## src/hw/rtl/mtrd_pkg.sv

```systemverilog
// shared constants, request and status codes, and scan control type
`timescale 1ns / 1ps

package mtrd_pkg;

  localparam int DEPTH_DEFAULT = 16;
  localparam int WORD_W        = 32;

  localparam logic [1:0] REQ_PUSH_FRONT   = 2'd0;
  localparam logic [1:0] REQ_PUSH_REAR    = 2'd1;
  localparam logic [1:0] REQ_REMOVE_FRONT = 2'd2;
  localparam logic [1:0] REQ_REMOVE_REAR  = 2'd3;

  localparam logic [1:0] ST_OK    = 2'd0;
  localparam logic [1:0] ST_FULL  = 2'd1;
  localparam logic [1:0] ST_EMPTY = 2'd2;

  typedef struct packed {
    logic step;
    logic init;
  } mtrd_scan_ctl_t;

endpackage

```

## src/hw/rtl/mtrd_ram.sv

```systemverilog
// generic single write port ram with registered read
`timescale 1ns / 1ps

module mtrd_ram #(
  parameter int WIDTH = 32,
  parameter int DEPTH = 16
) (
  input  logic                     clk,
  input  logic                     wr_en,
  input  logic [$clog2(DEPTH)-1:0] wr_addr,
  input  logic [WIDTH-1:0]         wr_data,
  input  logic                     rd_en,
  input  logic [$clog2(DEPTH)-1:0] rd_addr,
  output logic [WIDTH-1:0]         rd_data
);

  logic [WIDTH-1:0] mem [DEPTH];

  always_ff @(posedge clk) begin
    if (wr_en) begin
      mem[wr_addr] <= wr_data;
    end
    if (rd_en) begin
      rd_data <= mem[rd_addr];
    end
  end

endmodule

```

## src/hw/rtl/mtrd_min_unit.sv

```systemverilog
// signed compare unit holding the running minimum during a rescan
`timescale 1ns / 1ps

module mtrd_min_unit
  import mtrd_pkg::*;
#(
  parameter int AW = 4
) (
  input  logic                     clk,
  input  mtrd_scan_ctl_t           ctl,
  input  logic signed [WORD_W-1:0] cand_val,
  input  logic [AW-1:0]            cand_slot,
  output logic signed [WORD_W-1:0] best_val,
  output logic [AW-1:0]            best_slot
);

  always_ff @(posedge clk) begin
    if (ctl.step) begin
      if (ctl.init || (cand_val < best_val)) begin
        best_val  <= cand_val;
        best_slot <= cand_slot;
      end
    end
  end

endmodule

```

## src/hw/rtl/min_tracking_ring_deque.sv

```systemverilog
// circular deque of signed words with tracking of the smallest entry
// push or failed request: done the cycle after start is taken
// removal reads the ram, then S_RD takes the word and raises done; removal of the minimum value adds a rescan
// rescan reads one entry a cycle through the single ram read port
// busy high while a removal runs; next request taken while done is high; no result stall
// rst (synchronous) empties the deque; entry contents stay undefined until written
`timescale 1ns / 1ps

module min_tracking_ring_deque
  import mtrd_pkg::*;
#(
  parameter int DEPTH = DEPTH_DEFAULT
) (
  input  logic                             clk,
  input  logic                             rst,
  input  logic                             start,
  input  logic [1:0]                       req_type,
  input  logic signed [WORD_W-1:0]         value,
  output logic                             busy,
  output logic                             done,
  output logic [1:0]                       status,
  output logic signed [WORD_W-1:0]         removed_value,
  output logic [$clog2(DEPTH+1)-1:0]       entry_count,
  output logic [$clog2(DEPTH)-1:0]         min_position,
  output logic signed [WORD_W-1:0]         min_value
);

  localparam int AW = $clog2(DEPTH);
  localparam int CW = $clog2(DEPTH + 1);
  localparam logic [AW-1:0] LAST_SLOT  = AW'(DEPTH - 1);
  localparam logic [CW-1:0] FULL_COUNT = CW'(DEPTH);

  typedef enum logic [1:0] {S_IDLE, S_RD, S_SCAN} state_t;

  state_t                     state;
  logic [AW-1:0]              front;
  logic [AW-1:0]              rear;
  logic [CW-1:0]              count;
  logic [AW-1:0]              min_slot;
  logic signed [WORD_W-1:0]   min_val;
  logic [AW-1:0]              iss_slot;
  logic [CW-1:0]              iss_left;
  logic [AW-1:0]              cmp_slot;
  logic                       dv;
  logic                       dv_first;

  logic                       is_push;
  logic [AW-1:0]              front_dec;
  logic [AW-1:0]              front_inc;
  logic [AW-1:0]              rear_dec;
  logic                       wr_en;
  logic [AW-1:0]              wr_addr;
  logic                       rd_en;
  logic [AW-1:0]              rd_addr;
  logic [WORD_W-1:0]          rd_data;
  logic signed [WORD_W-1:0]   rd_val;
  mtrd_scan_ctl_t             scan_ctl;
  logic signed [WORD_W-1:0]   best_val;
  logic [AW-1:0]              best_slot;

  function automatic logic [AW-1:0] slot_inc(input logic [AW-1:0] s);
    return (s == LAST_SLOT) ? '0 : s + 1'b1;
  endfunction

  function automatic logic [AW-1:0] slot_dec(input logic [AW-1:0] s);
    return (s == '0) ? LAST_SLOT : s - 1'b1;
  endfunction

  assign is_push   = req_type inside {REQ_PUSH_FRONT, REQ_PUSH_REAR};
  assign front_dec = slot_dec(front);
  assign front_inc = slot_inc(front);
  assign rear_dec  = slot_dec(rear);
  assign rd_val    = $signed(rd_data);

  assign wr_en   = (state == S_IDLE) && start && is_push && (count != FULL_COUNT);
  assign wr_addr = (req_type == REQ_PUSH_FRONT) ? front_dec : rear;
  assign rd_en   = ((state == S_IDLE) && start && !is_push && (count != '0)) ||
                   ((state == S_SCAN) && (iss_left != '0));
  assign rd_addr = (state == S_SCAN) ? iss_slot :
                   ((req_type == REQ_REMOVE_FRONT) ? front : rear_dec);

  assign scan_ctl.step = dv;
  assign scan_ctl.init = dv_first;

  mtrd_ram #(
    .WIDTH(WORD_W),
    .DEPTH(DEPTH)
  ) u_ram (
    .clk    (clk),
    .wr_en  (wr_en),
    .wr_addr(wr_addr),
    .wr_data(value),
    .rd_en  (rd_en),
    .rd_addr(rd_addr),
    .rd_data(rd_data)
  );

  mtrd_min_unit #(
    .AW(AW)
  ) u_min (
    .clk      (clk),
    .ctl      (scan_ctl),
    .cand_val (rd_val),
    .cand_slot(cmp_slot),
    .best_val (best_val),
    .best_slot(best_slot)
  );

  always_ff @(posedge clk) begin
    if (rst) begin
      state    <= S_IDLE;
      front    <= '0;
      rear     <= '0;
      count    <= '0;
      min_slot <= '0;
      done     <= 1'b0;
      dv       <= 1'b0;
      dv_first <= 1'b0;
    end else begin
      done <= 1'b0;
      case (state)
        S_IDLE: begin
          if (start) begin
            removed_value <= '0;
            if (is_push) begin
              done <= 1'b1;
              if (count == FULL_COUNT) begin
                status <= ST_FULL;
              end else begin
                status <= ST_OK;
                count  <= count + 1'b1;
                if (req_type == REQ_PUSH_FRONT) begin
                  front <= front_dec;
                end else begin
                  rear <= slot_inc(rear);
                end
                if ((count == '0) || (value < min_val)) begin
                  min_slot <= wr_addr;
                  min_val  <= value;
                end
              end
            end else if (count == '0) begin
              status <= ST_EMPTY;
              done   <= 1'b1;
            end else begin
              count <= count - 1'b1;
              if (req_type == REQ_REMOVE_FRONT) begin
                front <= front_inc;
                if (count == CW'(1)) begin
                  min_slot <= front_inc;
                end
              end else begin
                rear <= rear_dec;
              end
              state <= S_RD;
            end
          end
        end
        S_RD: begin
          removed_value <= rd_val;
          status        <= ST_OK;
          if ((count != '0) && (rd_val == min_val)) begin
            iss_slot <= front;
            iss_left <= count;
            dv       <= 1'b0;
            state    <= S_SCAN;
          end else begin
            done  <= 1'b1;
            state <= S_IDLE;
          end
        end
        S_SCAN: begin
          dv <= (iss_left != '0);
          if (iss_left != '0) begin
            cmp_slot <= iss_slot;
            dv_first <= (iss_left == count);
            iss_slot <= slot_inc(iss_slot);
            iss_left <= iss_left - 1'b1;
          end else if (!dv) begin
            min_slot <= best_slot;
            min_val  <= best_val;
            done     <= 1'b1;
            state    <= S_IDLE;
          end
        end
        default: begin
          state <= S_IDLE;
        end
      endcase
    end
  end

  assign busy         = (state != S_IDLE);
  assign entry_count  = count;
  assign min_position = min_slot;
  assign min_value    = (count != '0) ? min_val : '0;

  a_count_range: assert property (@(posedge clk) disable iff (rst)
    count <= FULL_COUNT)
    else $error("entry count beyond depth");

  a_push_ok: assert property (@(posedge clk) disable iff (rst)
    (start && !busy && is_push && (count != FULL_COUNT))
      |=> (done && (status == ST_OK) && (count == $past(count) + 1'b1)))
    else $error("accepted push did not complete in one cycle");

  a_remove_busy: assert property (@(posedge clk) disable iff (rst)
    (start && !busy && !is_push && (count != '0)) |=> (busy && !done))
    else $error("removal did not enter the read phase");

  a_scan_no_write: assert property (@(posedge clk) disable iff (rst)
    busy |-> !wr_en)
    else $error("store written while a removal runs");

endmodule

```

## config.mk

```make
export PLATFORM = sky130hd
export DESIGN_NAME = min_tracking_ring_deque
export DESIGN_NICKNAME = d
export VERILOG_FILES = /design/src/hw/rtl/mtrd_pkg.sv /design/src/hw/rtl/mtrd_ram.sv /design/src/hw/rtl/mtrd_min_unit.sv /design/src/hw/rtl/min_tracking_ring_deque.sv
export SDC_FILE = /design/constraint.sdc
export NUM_CORES = 1
export LEC_CHECK = 0
export ABC_CLOCK_PERIOD_IN_PS = 12000
export BUFFER_PORTS_ARGS = -buffer_cell sky130_fd_sc_hd__buf_4
export CAP_MARGIN = 20
export CORE_ASPECT_RATIO = 1.25
export CORE_MARGIN = 2
export CORE_UTILIZATION = 25
export CTS_CLUSTER_DIAMETER = 40
export CTS_CLUSTER_SIZE = 8
export DETAILED_ROUTE_END_ITERATION = 8
export GPL_TIMING_DRIVEN = 0
export PLACE_DENSITY_LB_ADDON = 0.2
export SLEW_MARGIN = 5
export SYNTH_ARGS = -nofsm -noshare
export SYNTH_HDL_FRONTEND = slang
export SYNTH_HIERARCHICAL = 1
export SYNTH_SLANG_ARGS = --single-unit
```

## constraint.sdc

```tcl
create_clock -name clk -period 12 [get_ports clk]
set_input_delay 0.6 -clock clk [delete_from_list [all_inputs] [get_ports clk]]
set_output_delay 0.6 -clock clk [all_outputs]
set_load 0.1 [all_outputs]
```

Yosys cells after proc, flatten, opt, wreduce, memory -nomap -nowiden
Memory sizes are Yosys's and may differ from the RTL's. A register that Yosys moved wholly into a read port is not among the register bits.
Index checks and enable logic that the tools add are counted.
- add/subtract/negate cells: 8
- order comparisons: 2
- eq/ne operators: 33
- mux-type cells: 70
- bitwise operators: 1
- reductions and logical operators: 37
- operator list (operator ; count):
    32-bit 2-to-1 mux ; 8
    32-bit case mux with 2 select lines ; 2
    4-bit 2-to-1 mux ; 29
    32-bit < comparator ; 2
    32-bit == test ; 1
    5-bit 2-to-1 mux ; 5
    2-bit inequality test, second input constant ; 12
    2-bit 2-to-1 mux ; 9
    4-bit case mux with 2 select lines ; 2
    4-bit by 1-bit adder with 4-bit output, second input constant ; 3
    4-bit == test, second input constant ; 3
    3-bit by 2-bit inequality test with 1-bit output, second input constant ; 4
    4-bit AND reduction ; 3
    6-bit AND reduction ; 2
    2-bit nonzero test ; 6
    1-bit 2-to-1 mux ; 10
    5-bit case mux with 2 select lines ; 1
    5-bit nonzero test ; 2
    5-bit by 1-bit subtractor with 5-bit output, second input constant ; 2
    9-bit AND reduction ; 1
    4-bit zero test ; 2
    8-bit AND reduction ; 1
    4-bit by 1-bit subtractor with 4-bit output, second input constant ; 2
    1-bit logical AND ; 7
    other kinds (21) ; 32
- register bits after elaboration: 137
- memory bits (writable): 512
- input port bits: 37
- output and inout port bits: 77
- word-level logic and storage cells: 168
- memories: 1
- memories (memory ; words ; width ; rd ports ; clocked after Yosys merged registers in ; write ports ; RTL line ; text):
    u_ram.mem ; 16 ; 32 ; 1 ; 1 ; 1 ; mtrd_ram.sv:17 ; logic [WIDTH-1:0] mem [DEPTH];

Longest topological paths before layout
- word-level depth: 8
- mapped depth: 12
- depth with buffers taken out: 9

Cells and area by module
The synthesis kept the hierarchy.
- by module, submodules not included (module ; instances ; cells an instance ; area each (sq um) ; seq. area each (sq um)):
    mtrd_ram ; 1 ; 838 ; 20155.6 ; 16335.7
    min_tracking_ring_deque ; 1 ; 626 ; 6316.1 ; 2812.7
    mtrd_min_unit ; 1 ; 152 ; 1904.3 ; 1081.0

Least setup slack after synthesis
No wires, ideal clock.
- path kind: register -> register
- start point: register count[0], in the netlist entry_count[0]
- end point: memory u_ram.mem[0][0] (enable)
- setup time: 0.461 ns
- arrival: 4.815 ns
- required time: 11.539 ns
- setup slack: 6.724 ns
- cell stages (with the launch flop): 8
- path buffers: 1
- period minus slack after synthesis: 5.276 ns
- path through: dfxtp_1 -> clkbuf_1 -> inv_1 -> ha_1 -> nor3b_4 -> a211oi_1 -> or3b_2 -> nor3_1
- word-level cells in the longest chain between the ends: 4
- ends and longest elaborated chain (element ; RTL line ; text):
    start: declaration ; min_tracking_ring_deque.sv:38 ; logic [CW-1:0] count;
    start signal: assignment ; min_tracking_ring_deque.sv:131 ; count <= count + 1'b1;
    start signal: assignment ; min_tracking_ring_deque.sv:146 ; count <= count - 1'b1;
    5-bit inequality test ; min_tracking_ring_deque.sv:75 ; assign wr_en = (state == S_IDLE) && start && is_push && (count != FULL_COUNT);
    1-bit logical AND ; min_tracking_ring_deque.sv:75 ;
    named net wr_en ; min_tracking_ring_deque.sv:51 ; logic wr_en;
    1-bit 2-to-1 mux ; mtrd_ram.sv:20 ; if (wr_en) begin
    1-bit 2-to-1 mux (implied by the code) ; mtrd_ram.sv:21 ; mem[wr_addr] <= wr_data;
    end: declaration ; mtrd_ram.sv:17 ;
The timed path passes the listed nets, and every way through them passes these cells.

Worst setup path in the final report
- start point: register state[0]
- end point: register u_ram.rd_data[24], read port of u_ram.mem (data pin)
- elaborated cells on any way between the ends: 8
- those cells by class: 1 x eq/ne; 1 x mux; 6 x reduce/logical
- RTL lines (element ; RTL line ; text):
    start: declaration ; min_tracking_ring_deque.sv:35 ; state_t state;
    start signal: assignment ; min_tracking_ring_deque.sv:111 ; state <= S_IDLE;
    start signal: assignment ; min_tracking_ring_deque.sv:155 ; state <= S_RD;
    start signal: assignment ; min_tracking_ring_deque.sv:166 ; state <= S_SCAN;
    2-bit == test ; min_tracking_ring_deque.sv:79 ; assign rd_addr = (state == S_SCAN) ? iss_slot :
    4-bit 2-to-1 mux ; min_tracking_ring_deque.sv:79 ;
    named net rd_addr[1] ; min_tracking_ring_deque.sv:54 ; logic [AW-1:0] rd_addr;
    end: declaration ; mtrd_ram.sv:14 ; output logic [WIDTH-1:0] rd_data
The timed path passes the listed nets, and every way through them passes these cells.
A chain may end at the register's enable or synchronous reset.

==> results.json <==
{
  "ant_nets": 0,
  "clock_skew_ps": 54.39,
  "cts_sinks": 681,
  "fin_cells": 3420,
  "synth_top_family_by_area": "multiplexers",
  "finalWirelength_um": 82640,
  "critPathRequiredTime_ps": 12440,
  "cp_slowest_stage_delay_ps": 760,
  "start_util_pct": 25.13,
  "wl_per_cell_um": 24.16,
  "cts_tree": "built",
  "areaGrowthSynthToFinish_pct": 24.20,
  "drt_iter0_drc": 988,
  "cts_buffers": 115,
  "max_cap_violations": 0,
  "fin_util_pct": 31.21,
  "startpoint": "state[0]",
  "place.port_buffers": 112,
  "busiest_layer": "met2",
  "fin_tns_setup_ps": 0,
  "min_path_type": "input pin to flip-flop",
  "post-route-min-period_ps": 4642,
  "synthFlopType": "edfxtp_1",
  "viasPerCell": 4.589,
  "root_buffer": "clkbuf_16",
  "cts_setup_buffers": 0,
  "synth_xor_xnor_area_share_pct": 1.512,
  "vias": 15695,
  "placed_cells": 3235,
  "cp_max_fo": 10,
  "period_share_pct": 38.68,
  "synth_simple_gate_area_share_pct": 4.850,
  "fin_ws_ps": 7358,
  "grt_overflow": 0,
  "gr-usage-all-layers_pct": 14.15,
  "drc": 0,
  "startpoint_type": "flip-flop",
  "slew_headroom_pct": 33.58,
  "fmax_mhz": 215.4,
  "grt.met3_usage_pct": 2.598,
  "clkLatencyLatePin_ps": 690,
  "async_flop_share_pct": 0,
  "cts-htree-levels": 3,
  "rsz0062_at_grt": "no",
  "finalHoldViolations": 0,
  "crit_path_cell_trace": "inv_1 > ha_1 > clkbuf_1 > clkbuf_1 > clkbuf_1 > nand2_1 > o21ai_0 > buf_2 > buf_1 > mux4_2 > a22oi_1 > nand2_1",
  "yosys.area_share.adder_pct": 3.395,
  "synth_compound_area_share_pct": 4.930,
  "antenna_found_initial": 3,
  "ys_types": 69,
  "post_cts_resized": 0,
  "synth-edff-count": 659,
  "num_io_pins": 114,
  "grt_pass1_wl_um": 118500,
  "yosysWarnings": 6,
  "ys_seq_area_share_pct": 71.29,
  "gp_congestion": 0.7930,
  "arrival_ps": 5080,
  "grt_max_degree": 22,
  "die_x_um": 305.3,
  "tightest_slew_ps": 996.3,
  "ctsHoldBuffers": 0,
  "die_h_um": 380.7,
  "preCtsSetupSlack_ps": 7359,
  "cts_buffer_depth": 3,
  "worstSetupPathType": "flip-flop to flip-flop",
  "cp-end-kind": "flip-flop",
  "use_met1_pct": 17.85,
  "p_per_area_mw_per_mm2": 216.8,
  "synth_seq_cells": 681,
  "grt_pass1_vias": 16685,
  "drtPass1Iterations": 5,
  "maxSlewViolCount": 0,
  "synthMuxAreaShare_pct": 11.77,
  "hpwl_um": 60000,
  "core_area_mm2": 0.1129,
  "path_clk_slew_ps": 50,
  "rr_startpoint": "state[0]",
  "outcome": "finished clean",
  "syn_area_mm2": 0.02838,
  "power_leakage_nw": 11.94,
  "die_area_mm2": 0.1162,
  "n_antenna_cell": 0,
  "synthCells": 1616,
  "drive_above_1_share_pct": 26.72,
  "syn_avg_cell_area_um2": 17.56,
  "num_rows": 138,
  "setup_viol": 0,
  "holdWs_ps": 237.1,
  "cpMaxStageDelayCell": "buf_1",
  "ir_drop_uv": 176.7,
  "hold_start": "start",
  "critPathMostFrequentCell": "clkbuf_1",
  "syn-num-nets": 1730,
  "gr-usage-met2_pct": 24.61,
  "nets": 1996
}
[power by group]
group          total, mW  switching [mW]  leakage (nW)  internal [mW]
logic               1.79            1.31          4.10          0.485
registers           2.83          0.0732          6.15           2.76
clock network       3.02            1.10          1.70           1.92
[metal layers]
metal / routed length [um] / share of wire, %
met1: 35390 / 43
met4: 1680 / 2.0
met2: 41890 / 51
met3: 3650 / 4.4
met5: 27 / 0.033
[cells in the final DEF, fill, tap and decap left out, drive strengths merged, types with 35 or more instances in the layout]
cell type,n
mux4,128
ha,77
nor2,77
mux2,35
buf,184
a21oi,44
and2,36
inv,84
a22oi,66
edfxtp,659
nand2,81
o21ai,41
clkbuf,176
xnor2,40
[sequential cells by signal, indices dropped and copies added, names as in the netlist]
signal,flops
dv,1
min_val,32
min_position,4
entry_count,5
state,2
cmp_slot,4
done,1
front,4
u_ram/mem,512
u_ram/rd_data,32
u_min/best_slot,4
iss_slot,4
u_min/best_val,32
status,2
rear,4
dv_first,1
iss_left,5
removed_value,32
[logic make-up (layout without fill, tap and decap cells)]
logic type | count (synthesis) | count (layout)
DFF | 681 | 681
muxes | 169 | 169
and+or+nand+nor | 276 | 276
xor gates and xnor gates | 49 | 49
adders and majority gates | 77 | 77
buffers and inverters | 157 | 491
AOI/OAI and AO/OA | 207 | 207
[cell type report]
type | count | area (um^2)
tap | 1470 | 1839
buffer | 75 | 330.3
timing repair buffer | 149 | 1360
fill | 11135 | 77680
inverter | 82 | 307.8
clock inverter | 49 | 535.5
clock buffer | 136 | 2988
sequential | 681 | 20230
multi-input combinational | 778 | 7654
[synth_stat cells, types with 3 or more instances]
cell	count	area share, %
a211oi_1	8	0.21
a21o_1	5	0.13
a21oi_1	44	0.78
a22oi_1	66	1.7
a31oi_1	8	0.18
and2_1	35	0.77
buf_1	16	0.21
buf_2	9	0.16
buf_4	10	0.26
clkbuf_1	40	0.53
dfxtp_1	22	1.6
edfxtp_1	659	70
ha_1	77	3.4
inv_1	79	1.0
mux2_2	34	1.3
mux2i_1	6	0.21
mux4_2	128	10
nand2_1	80	1.1
nand2b_1	12	0.26
nand3_1	9	0.16
nand4_1	17	0.37
nor2_1	77	1.0
nor2b_1	9	0.20
nor3_1	12	0.21
nor4_1	6	0.13
o21a_1	4	0.11
o21ai_0	39	0.69
o2bb2ai_1	3	0.093
o31ai_1	4	0.11
xnor2_1	40	1.2
xor2_1	9	0.28
[worst paths after layout]
kind                        endpoint  slack, ps  cells past startpoint
setup reg to reg   u_ram/rd_data[24]       7360                     12
hold reg to reg   u_min/best_slot[0]        410                      0
setup / recovery   u_ram/rd_data[24]       7360                     12
hold / removal              state[0]        240                      3
[critical path, delay by kind of cell, from the launching register on]
family                   cells  cell delay (ps)
AO/OA/AOI/OAI                2              510
multiplexers                 1              460
flip-flops                   1              330
buffers and inverters        6             2720
AND/OR/NAND/NOR              2              180
adder cells (fa/ha/maj)      1              150
[through the flow]
step	total power, mW	instance area, um^2
after floorplan	4.061	28380
after global placement	4.667	31060
after detailed placement	4.701	31720
after CTS	7.756	35240
after global routing	7.934	35240
final	7.642	35240
No activity file was read; power rests on OpenSTA's default activity.
